$ cat src/rtl/pst_pkg.sv
package pst_pkg;

  localparam int RAW_W    = 12;
  localparam int PH_W     = 16;
  localparam int TREND_W  = 17;
  localparam int CLASS_W  = 2;
  localparam int CNT_W    = 4;
  localparam int MUL_A_W  = 24;
  localparam int MUL_B_W  = 18;
  localparam int PROD_W   = MUL_A_W + MUL_B_W;
  localparam int CFG_IDX_W  = 3;
  localparam int CFG_DATA_W = 24;

  localparam int HISTORY_DEPTH_DEF = 8;

  // Q4.12 constants
  localparam logic [PH_W-1:0] PH_SEVEN  = 16'd28672;
  localparam logic [PH_W-1:0] PH_POT_LO = 16'd26624;
  localparam logic [PH_W-1:0] PH_POT_HI = 16'd34816;
  localparam logic [PH_W-1:0] PH_COR_LO = 16'd22528;
  localparam logic [PH_W-1:0] PH_COR_HI = 16'd38912;

  localparam logic [16:0] WEIGHT_ONE = 17'd65536;

  // ceil(2^19 / 3): exact divide by three for sums below 2^19
  localparam logic [MUL_B_W-1:0] RECIP3 = 18'd174763;
  localparam int RECIP3_SHIFT = 19;

  localparam logic [CFG_IDX_W-1:0] REG_INTERCEPT = 3'd0;
  localparam logic [CFG_IDX_W-1:0] REG_PER_COUNT = 3'd1;
  localparam logic [CFG_IDX_W-1:0] REG_FLOOR     = 3'd2;
  localparam logic [CFG_IDX_W-1:0] REG_CEILING   = 3'd3;
  localparam logic [CFG_IDX_W-1:0] REG_WEIGHT    = 3'd4;
  localparam logic [CFG_IDX_W-1:0] REG_MIN_SAMP  = 3'd5;

  localparam logic [CLASS_W-1:0] CLASS_POTABLE   = 2'd0;
  localparam logic [CLASS_W-1:0] CLASS_CORRECT   = 2'd1;
  localparam logic [CLASS_W-1:0] CLASS_EMERGENCY = 2'd2;

  typedef struct packed {
    logic [19:0]      ph_intercept;
    logic [23:0]      ph_per_count;
    logic [PH_W-1:0]  ph_floor;
    logic [PH_W-1:0]  ph_ceiling;
    logic [16:0]      smoothing_weight;
    logic [CNT_W-1:0] trend_min_samples;
  } pst_cfg_t;

  function automatic logic [CLASS_W-1:0] classify(input logic [PH_W-1:0] ph);
    logic [CLASS_W-1:0] c;
    if (ph >= PH_POT_LO && ph <= PH_POT_HI) c = CLASS_POTABLE;
    else if (ph >= PH_COR_LO && ph <= PH_COR_HI) c = CLASS_CORRECT;
    else c = CLASS_EMERGENCY;
    return c;
  endfunction

endpackage

$ cat src/rtl/pst_cfg.sv
module pst_cfg import pst_pkg::*; (
  input  logic                  clk,
  input  logic                  rst_n,
  input  logic                  wr_en,
  input  logic [CFG_IDX_W-1:0]  wr_index,
  input  logic [CFG_DATA_W-1:0] wr_data,
  output pst_cfg_t              cfg
);

  pst_cfg_t cfg_r;
  pst_cfg_t cfg_nxt;

  always_comb begin
    cfg_nxt = cfg_r;
    if (wr_en) begin
      unique case (wr_index)
        REG_INTERCEPT: cfg_nxt.ph_intercept      = wr_data[19:0];
        REG_PER_COUNT: cfg_nxt.ph_per_count      = wr_data[23:0];
        REG_FLOOR:     cfg_nxt.ph_floor          = wr_data[PH_W-1:0];
        REG_CEILING:   cfg_nxt.ph_ceiling        = wr_data[PH_W-1:0];
        REG_WEIGHT:    cfg_nxt.smoothing_weight  = wr_data[16:0];
        REG_MIN_SAMP:  cfg_nxt.trend_min_samples = wr_data[CNT_W-1:0];
        default:       cfg_nxt = cfg_r;
      endcase
    end
  end

  always_ff @(posedge clk) begin
    if (!rst_n) begin
      cfg_r.ph_intercept      <= 20'd85561;
      cfg_r.ph_per_count      <= 24'd75093;
      cfg_r.ph_floor          <= 16'd0;
      cfg_r.ph_ceiling        <= 16'd57344;
      cfg_r.smoothing_weight  <= 17'd6554;
      cfg_r.trend_min_samples <= 4'd3;
    end else begin
      cfg_r <= cfg_nxt;
    end
  end

  assign cfg = cfg_r;

endmodule

$ cat src/rtl/pst_mul.sv
module pst_mul import pst_pkg::*; (
  input  logic               clk,
  input  logic               en,
  input  logic [MUL_A_W-1:0] op_a,
  input  logic [MUL_B_W-1:0] op_b,
  output logic [PROD_W-1:0]  prod
);

  logic [PROD_W-1:0] prod_r;

  always_ff @(posedge clk) begin
    if (en) begin
      prod_r <= PROD_W'(op_a) * PROD_W'(op_b);
    end
  end

  assign prod = prod_r;

endmodule

$ cat src/rtl/ph_sample_smoother_trend_unit.sv
// pH sample smoother with trend.
// in_*  : one raw 12-bit converter reading per transaction (in_tdata[11:0]).
// out_* : one result per input: calibrated pH, updated moving average, trend,
//         trend-updated flag and water class.
// cfg_* : register writes by index; cfg_ready is always high. Write only while idle.
// A sample is accepted in the idle state; it then passes four sequencer steps
// that share a single 24x18 multiplier (conversion, old-average term,
// new-sample term, divide by three), so a result is loaded into the output
// register as the sequencer leaves its last step, and the next sample can be
// taken once it is back in the idle state: a new sample is accepted only after
// the previous one has made all four passes through the shared multiplier.
// The output register lets the next sample be accepted while a result waits.
// When the receiver stalls and a new result is finished, the sequencer holds
// in its last step until the output register frees up.
// Synchronous reset (rst_n low) restores the register defaults, sets the
// average to pH 7.0, clears the history, sample count and trend, and empties
// the output register.
module ph_sample_smoother_trend_unit import pst_pkg::*; #(
  parameter int HISTORY_DEPTH = HISTORY_DEPTH_DEF
) (
  input  logic                  clk,
  input  logic                  rst_n,
  input  logic                  in_tvalid,
  output logic                  in_tready,
  input  logic [15:0]           in_tdata,   // [11:0] raw_sample
  output logic                  out_tvalid,
  input  logic                  out_tready,
  output logic [55:0]           out_tdata,  // [15:0] ph_now, [31:16] ph_smoothed,
                                            // [48:32] ph_trend, [49] trend_ready,
                                            // [51:50] water_class
  input  logic                  cfg_valid,
  output logic                  cfg_ready,
  input  logic [CFG_IDX_W-1:0]  cfg_index,
  input  logic [CFG_DATA_W-1:0] cfg_data
);

  typedef enum logic [4:0] {
    S_IDLE = 5'b00001,
    S_OLD  = 5'b00010,
    S_NEW  = 5'b00100,
    S_DIV  = 5'b01000,
    S_FIN  = 5'b10000
  } state_t;

  pst_cfg_t cfg;
  state_t   state_r, state_nxt;

  logic [MUL_A_W-1:0] op_a;
  logic [MUL_B_W-1:0] op_b;
  logic [PROD_W-1:0]  prod;
  logic               mul_en;

  logic [PH_W-1:0]    ph_r;
  logic [PH_W-1:0]    avg_r;
  logic [PH_W-1:0]    hist_r [3];
  logic [CNT_W-1:0]   cnt_r;
  logic signed [TREND_W-1:0] trend_r;
  logic [31:0]        acc_r;
  logic [17:0]        sum_r;

  logic               out_valid_r;
  logic [55:0]        out_data_r;

  logic [16:0]        w_eff;
  logic [16:0]        w_rest;
  logic signed [24:0] ph_diff;
  logic [PH_W-1:0]    ph_clamp;
  logic [32:0]        avg_sum;
  logic [PH_W-1:0]    mean;
  logic               upd;
  logic signed [TREND_W-1:0] trend_val;
  logic               accept;
  logic               fin_go;

  pst_cfg u_cfg (
    .clk      (clk),
    .rst_n    (rst_n),
    .wr_en    (cfg_valid),
    .wr_index (cfg_index),
    .wr_data  (cfg_data),
    .cfg      (cfg)
  );

  pst_mul u_mul (
    .clk  (clk),
    .en   (mul_en),
    .op_a (op_a),
    .op_b (op_b),
    .prod (prod)
  );

  assign cfg_ready = 1'b1;
  assign in_tready = (state_r == S_IDLE);
  assign accept    = in_tvalid && in_tready;
  assign fin_go    = (state_r == S_FIN) && (!out_valid_r || out_tready);

  assign w_eff  = (cfg.smoothing_weight > WEIGHT_ONE) ? WEIGHT_ONE : cfg.smoothing_weight;
  assign w_rest = WEIGHT_ONE - w_eff;

  // intercept minus truncated product, signed, then clamp with floor first
  assign ph_diff = $signed({5'd0, cfg.ph_intercept}) - $signed({1'b0, prod[35:12]});
  always_comb begin
    if (ph_diff < $signed({9'd0, cfg.ph_floor})) ph_clamp = cfg.ph_floor;
    else if (ph_diff > $signed({9'd0, cfg.ph_ceiling})) ph_clamp = cfg.ph_ceiling;
    else ph_clamp = ph_diff[PH_W-1:0];
  end

  assign avg_sum   = {1'b0, acc_r} + {1'b0, prod[31:0]};
  assign mean      = prod[RECIP3_SHIFT+PH_W-1:RECIP3_SHIFT];
  assign upd       = (cnt_r >= cfg.trend_min_samples);
  assign trend_val = $signed({1'b0, mean}) - $signed({1'b0, avg_r});

  // shared multiplier operand selection
  always_comb begin
    op_a   = cfg.ph_per_count;
    op_b   = {{(MUL_B_W-RAW_W){1'b0}}, in_tdata[RAW_W-1:0]};
    mul_en = 1'b1;
    unique case (state_r)
      S_IDLE: begin
        op_a = cfg.ph_per_count;
        op_b = {{(MUL_B_W-RAW_W){1'b0}}, in_tdata[RAW_W-1:0]};
      end
      S_OLD: begin
        op_a = {7'd0, w_rest};
        op_b = {2'd0, avg_r};
      end
      S_NEW: begin
        op_a = {7'd0, w_eff};
        op_b = {2'd0, ph_r};
      end
      S_DIV: begin
        op_a = {6'd0, sum_r};
        op_b = RECIP3;
      end
      S_FIN: begin
        mul_en = 1'b0;  // hold the quotient while stalled
      end
      default: mul_en = 1'b0;
    endcase
  end

  always_comb begin
    state_nxt = state_r;
    unique case (state_r)
      S_IDLE:  if (accept) state_nxt = S_OLD;
      S_OLD:   state_nxt = S_NEW;
      S_NEW:   state_nxt = S_DIV;
      S_DIV:   state_nxt = S_FIN;
      S_FIN:   if (fin_go) state_nxt = S_IDLE;
      default: state_nxt = S_IDLE;
    endcase
  end

  always_ff @(posedge clk) begin
    if (!rst_n) begin
      state_r     <= S_IDLE;
      avg_r       <= PH_SEVEN;
      hist_r[0]   <= '0;
      hist_r[1]   <= '0;
      hist_r[2]   <= '0;
      cnt_r       <= '0;
      trend_r     <= '0;
      out_valid_r <= 1'b0;
    end else begin
      state_r <= state_nxt;
      if (state_r == S_DIV) begin
        avg_r     <= avg_sum[31:16];
        hist_r[0] <= hist_r[1];
        hist_r[1] <= hist_r[2];
        hist_r[2] <= ph_r;
        if (cnt_r < CNT_W'(HISTORY_DEPTH)) cnt_r <= cnt_r + CNT_W'(1);
      end
      // load a finished result, otherwise drop the flag once taken
      if (fin_go) begin
        out_valid_r <= 1'b1;
        if (upd) trend_r <= trend_val;
      end else if (out_tready) begin
        out_valid_r <= 1'b0;
      end
    end
  end

  // payload registers
  always_ff @(posedge clk) begin
    if (state_r == S_OLD) ph_r <= ph_clamp;
    if (state_r == S_NEW) begin
      acc_r <= prod[31:0];
      sum_r <= {2'd0, hist_r[1]} + {2'd0, hist_r[2]} + {2'd0, ph_r};
    end
    if (fin_go) begin
      out_data_r <= {4'd0, classify(ph_r), upd, (upd ? trend_val : trend_r), avg_r, ph_r};
    end
  end

  assign out_tvalid = out_valid_r;
  assign out_tdata  = out_data_r;

endmodule
$ cat config.mk
export PLATFORM = sky130hd
export DESIGN_NAME = ph_sample_smoother_trend_unit
export DESIGN_NICKNAME = d
export VERILOG_FILES = /design/src/rtl/pst_pkg.sv /design/src/rtl/pst_cfg.sv /design/src/rtl/pst_mul.sv /design/src/rtl/ph_sample_smoother_trend_unit.sv
export SDC_FILE = /design/constraint.sdc
export NUM_CORES = 2
export LEC_CHECK = 0
export ABC_AREA = 1
export BUFFER_PORTS_ARGS = -buffer_cell sky130_fd_sc_hd__buf_2
export CAP_MARGIN = 10
export CELL_PAD_IN_SITES_DETAIL_PLACEMENT = 1
export CELL_PAD_IN_SITES_GLOBAL_PLACEMENT = 1
export CORE_MARGIN = 1
export CORE_UTILIZATION = 30
export CTS_CLUSTER_SIZE = 10
export DETAILED_ROUTE_END_ITERATION = 16
export GPL_TIMING_DRIVEN = 0
export PLACE_DENSITY_LB_ADDON = 0.3
export SETUP_SLACK_MARGIN = 0.02
export SLEW_MARGIN = 15
export SYNTH_ARGS = -nofsm -noshare
export SYNTH_HDL_FRONTEND = slang
export SYNTH_HIERARCHICAL = 1
export SYNTH_SLANG_ARGS = --single-unit
$ cat constraint.sdc
create_clock -name clk -period 10.5 [get_ports clk]
set_clock_uncertainty 0.05 [all_clocks]
set_input_delay 1.05 -clock clk [delete_from_list [all_inputs] [get_ports clk]]
set_output_delay 1.05 -clock clk [all_outputs]
set_load 0.005 [all_outputs]
==> flow_metrics.tcl <==
set metrics [dict create \
    status "finished, final reports clean" \
    cts-root-buf "clkbuf_16" \
    vdd_drop_max_v 0.0004642 \
    drtIter0Drc 1693 \
    io_pins 107 \
    antenna_left 0 \
    hold_class "register to register" \
    yosysWarnings 6 \
    hold_buffers 0 \
    h-tree-depth 2 \
    vias_per_cell 4.765 \
    path_class "register to register" \
    cts_buffer_depth 3 \
    drive_above_1_share_pct 5.776 \
    gp_congestion 0.8994 \
    setup_slack_ps 1060 \
    numCtsBuffers 41 \
    netlist_instances 4300 \
    final_util_pct 33.91 \
    max_stage_delay_ps 730 \
    grt_pass1_wl_mm 178.4 \
    fillers 13210 \
    finalCritPeriodShare_pct 89.90 \
    cts_setup_buffers 0 \
    internal_power_mw 5.571 \
    crit_top_cell "nand2_1" \
    place_ws_ps 1237 \
    antenna_found_initial 1 \
    clk_pin_slew_worst_paths_ps 60 \
    grt_max_degree 37 \
    grt_overflow 0 \
    io_buffers 97 \
    die-area_sq_mm 0.1104 \
    slew-limit-headroom_pct 13.95 \
    max_cap_violations 0 \
    crit_required_ps 10770 \
    vias 28050 \
    power_leakage_nw 18.62 \
    crit_arrival_ps 9710 \
    p_per_area_mw_per_mm2 328.6 \
    cpMaxStageDelayCell "clkbuf_1" \
    n_antenna_cell 0 \
    switchingPower_mw 6.426 \
    netlist_area_sq_mm 0.03272 \
    fin_setup_tns_ps 0 \
    post_drt_wl_per_cell_microns 20.01 \
    initial_utilization_pct 30.40 \
    pwr-share-comb_pct 72.4 \
    dieWidth_microns 332.3 \
    final_nets 5074 \
    clock_sinks 326 \
    wl_mm 117.8 \
    core_sq_mm 0.1077 \
    pwr-share-clk_pct 11.6 \
    rsz0062_at_grt "false" \
    syn_area_per_cell_sq_um 7.610 \
    startpoint_type "register" \
    cp_max_fo 10 \
    firstDrtPassIters 5 \
    dpl.hpwl_mm 97.95 \
    insertion_delay_ps 590 \
    drc 0 \
    hold_viol 0 \
    rows 120 \
    area_delta_synth_final_pct 11.56 \
    p_sw_share_pct 53.56 \
    layout_min_cycle_time_ps 9440 \
    p_seq_share_pct 16.0 \
    fp.dieH_microns 332.3 \
    cp-end-kind "register" \
    cts-resized-gates 0 \
    grt_use_total_pct 21.33 \
    grt_pass1_vias 29030 \
    cts_tree "done" \
    setup_viol 0 \
    final-max-slew-violation-count 0 \
    fmax_mhz 105.9 \
    worstMarginPinSlew_ps 1281 \
]
==> critical path, delay by kind of cell, from the launching register on <==
family / cells / cell delay (ps)
DFF: 1 / 370
and+or+nand+nor: 14 / 2120
adders and majority gates: 7 / 3610
buffers and inverters: 8 / 2530
AOI/OAI and AO/OA: 2 / 480
==> path summary, 6_finish.rpt <==
| check | end | cells past startpoint | slack, ps | start |
|---|---|---|---|---|
| max | u_mul/prod[32] | 31 | 1060 | state_r[3] |
| min | out_tdata[22] | 0 | 380 | avg_r[6] |
| max reg2reg | u_mul/prod[32] | 31 | 1060 | state_r[3] |
| min reg2reg | out_tdata[22] | 0 | 380 | avg_r[6] |
==> state kept, by name, summed over array words and instances, names as in the netlist <==
signal / flops
u_cfg/cfg: 97
out_tdata: 52
u_mul/prod: 36
acc_r: 32
hist_r: 32
sum_r: 18
trend_r: 17
avg_r: 16
ph_r: 16
state_r: 5
cnt_r: 4
out_tvalid: 1
==> cell type report <==
| cell class | instances | area, sq um | area share, % |
|---|---|---|---|
| Tap cell | 1403 | 1755 | 4.808 |
| Clock inverter | 8 | 147.6 | 0.4044 |
| Sequential cell | 326 | 8388 | 22.98 |
| Buffer | 151 | 671.9 | 1.840 |
| Clock buffer | 64 | 1142 | 3.129 |
| Timing Repair Buffer | 106 | 658.1 | 1.803 |
| Inverter | 1003 | 3770 | 10.33 |
| Multi-Input combinational cell | 2826 | 19970 | 54.71 |
==> cells in the final DEF (no fill, tap or decap), types with 111 or more instances in the layout <==
cell      instances
nor2_1          345
buf_2           116
inv_1           993
fa_1            363
a21oi_1         127
ha_1            208
nand3_1         221
clkbuf_1        111
dfxtp_1         140
edfxtp_1        186
nand2_1        1184
==> routing by layer <==
metal / vias up / track usage (%) / share of wire [%]
met1: 14020 / 30.62 / 48
met4: 0 / 4.984 / 2.4
met2: 617 / 34.86 / 46
met5: - / 0 / 0
met3: 109 / 1.460 / 4.3
li1: 13310 / - / -
==> power by group through the flow <==
stage               logic, mW  clock network [mW]  registers, mW
global route             9.91                1.45           1.93
global placement         8.54                   0           1.95
finish                   8.69                1.39           1.92
detailed placement       8.72                   0           1.95
CTS                      8.77                1.42           1.92
floorplan                6.06                   0           1.87
==> stage by stage <==
| stage | instance area (sq um) | hold WS, ps | std cells | total power [mW] |
|---|---|---|---|---|
| CTS | 36500 | 381.8 | 5887 | 12.12 |
| floorplan | 32750 | 358.2 | 4306 | 7.921 |
| global route | 36510 | 386.9 | 5887 | 13.29 |
| detailed placement | 35210 | 367.7 | 5815 | 10.67 |
| finish | 36510 | 380.7 | 5887 | 12.00 |
| global placement | 34990 | 369.3 | 5806 | 10.49 |
No activity file was read; power rests on OpenSTA's default activity.
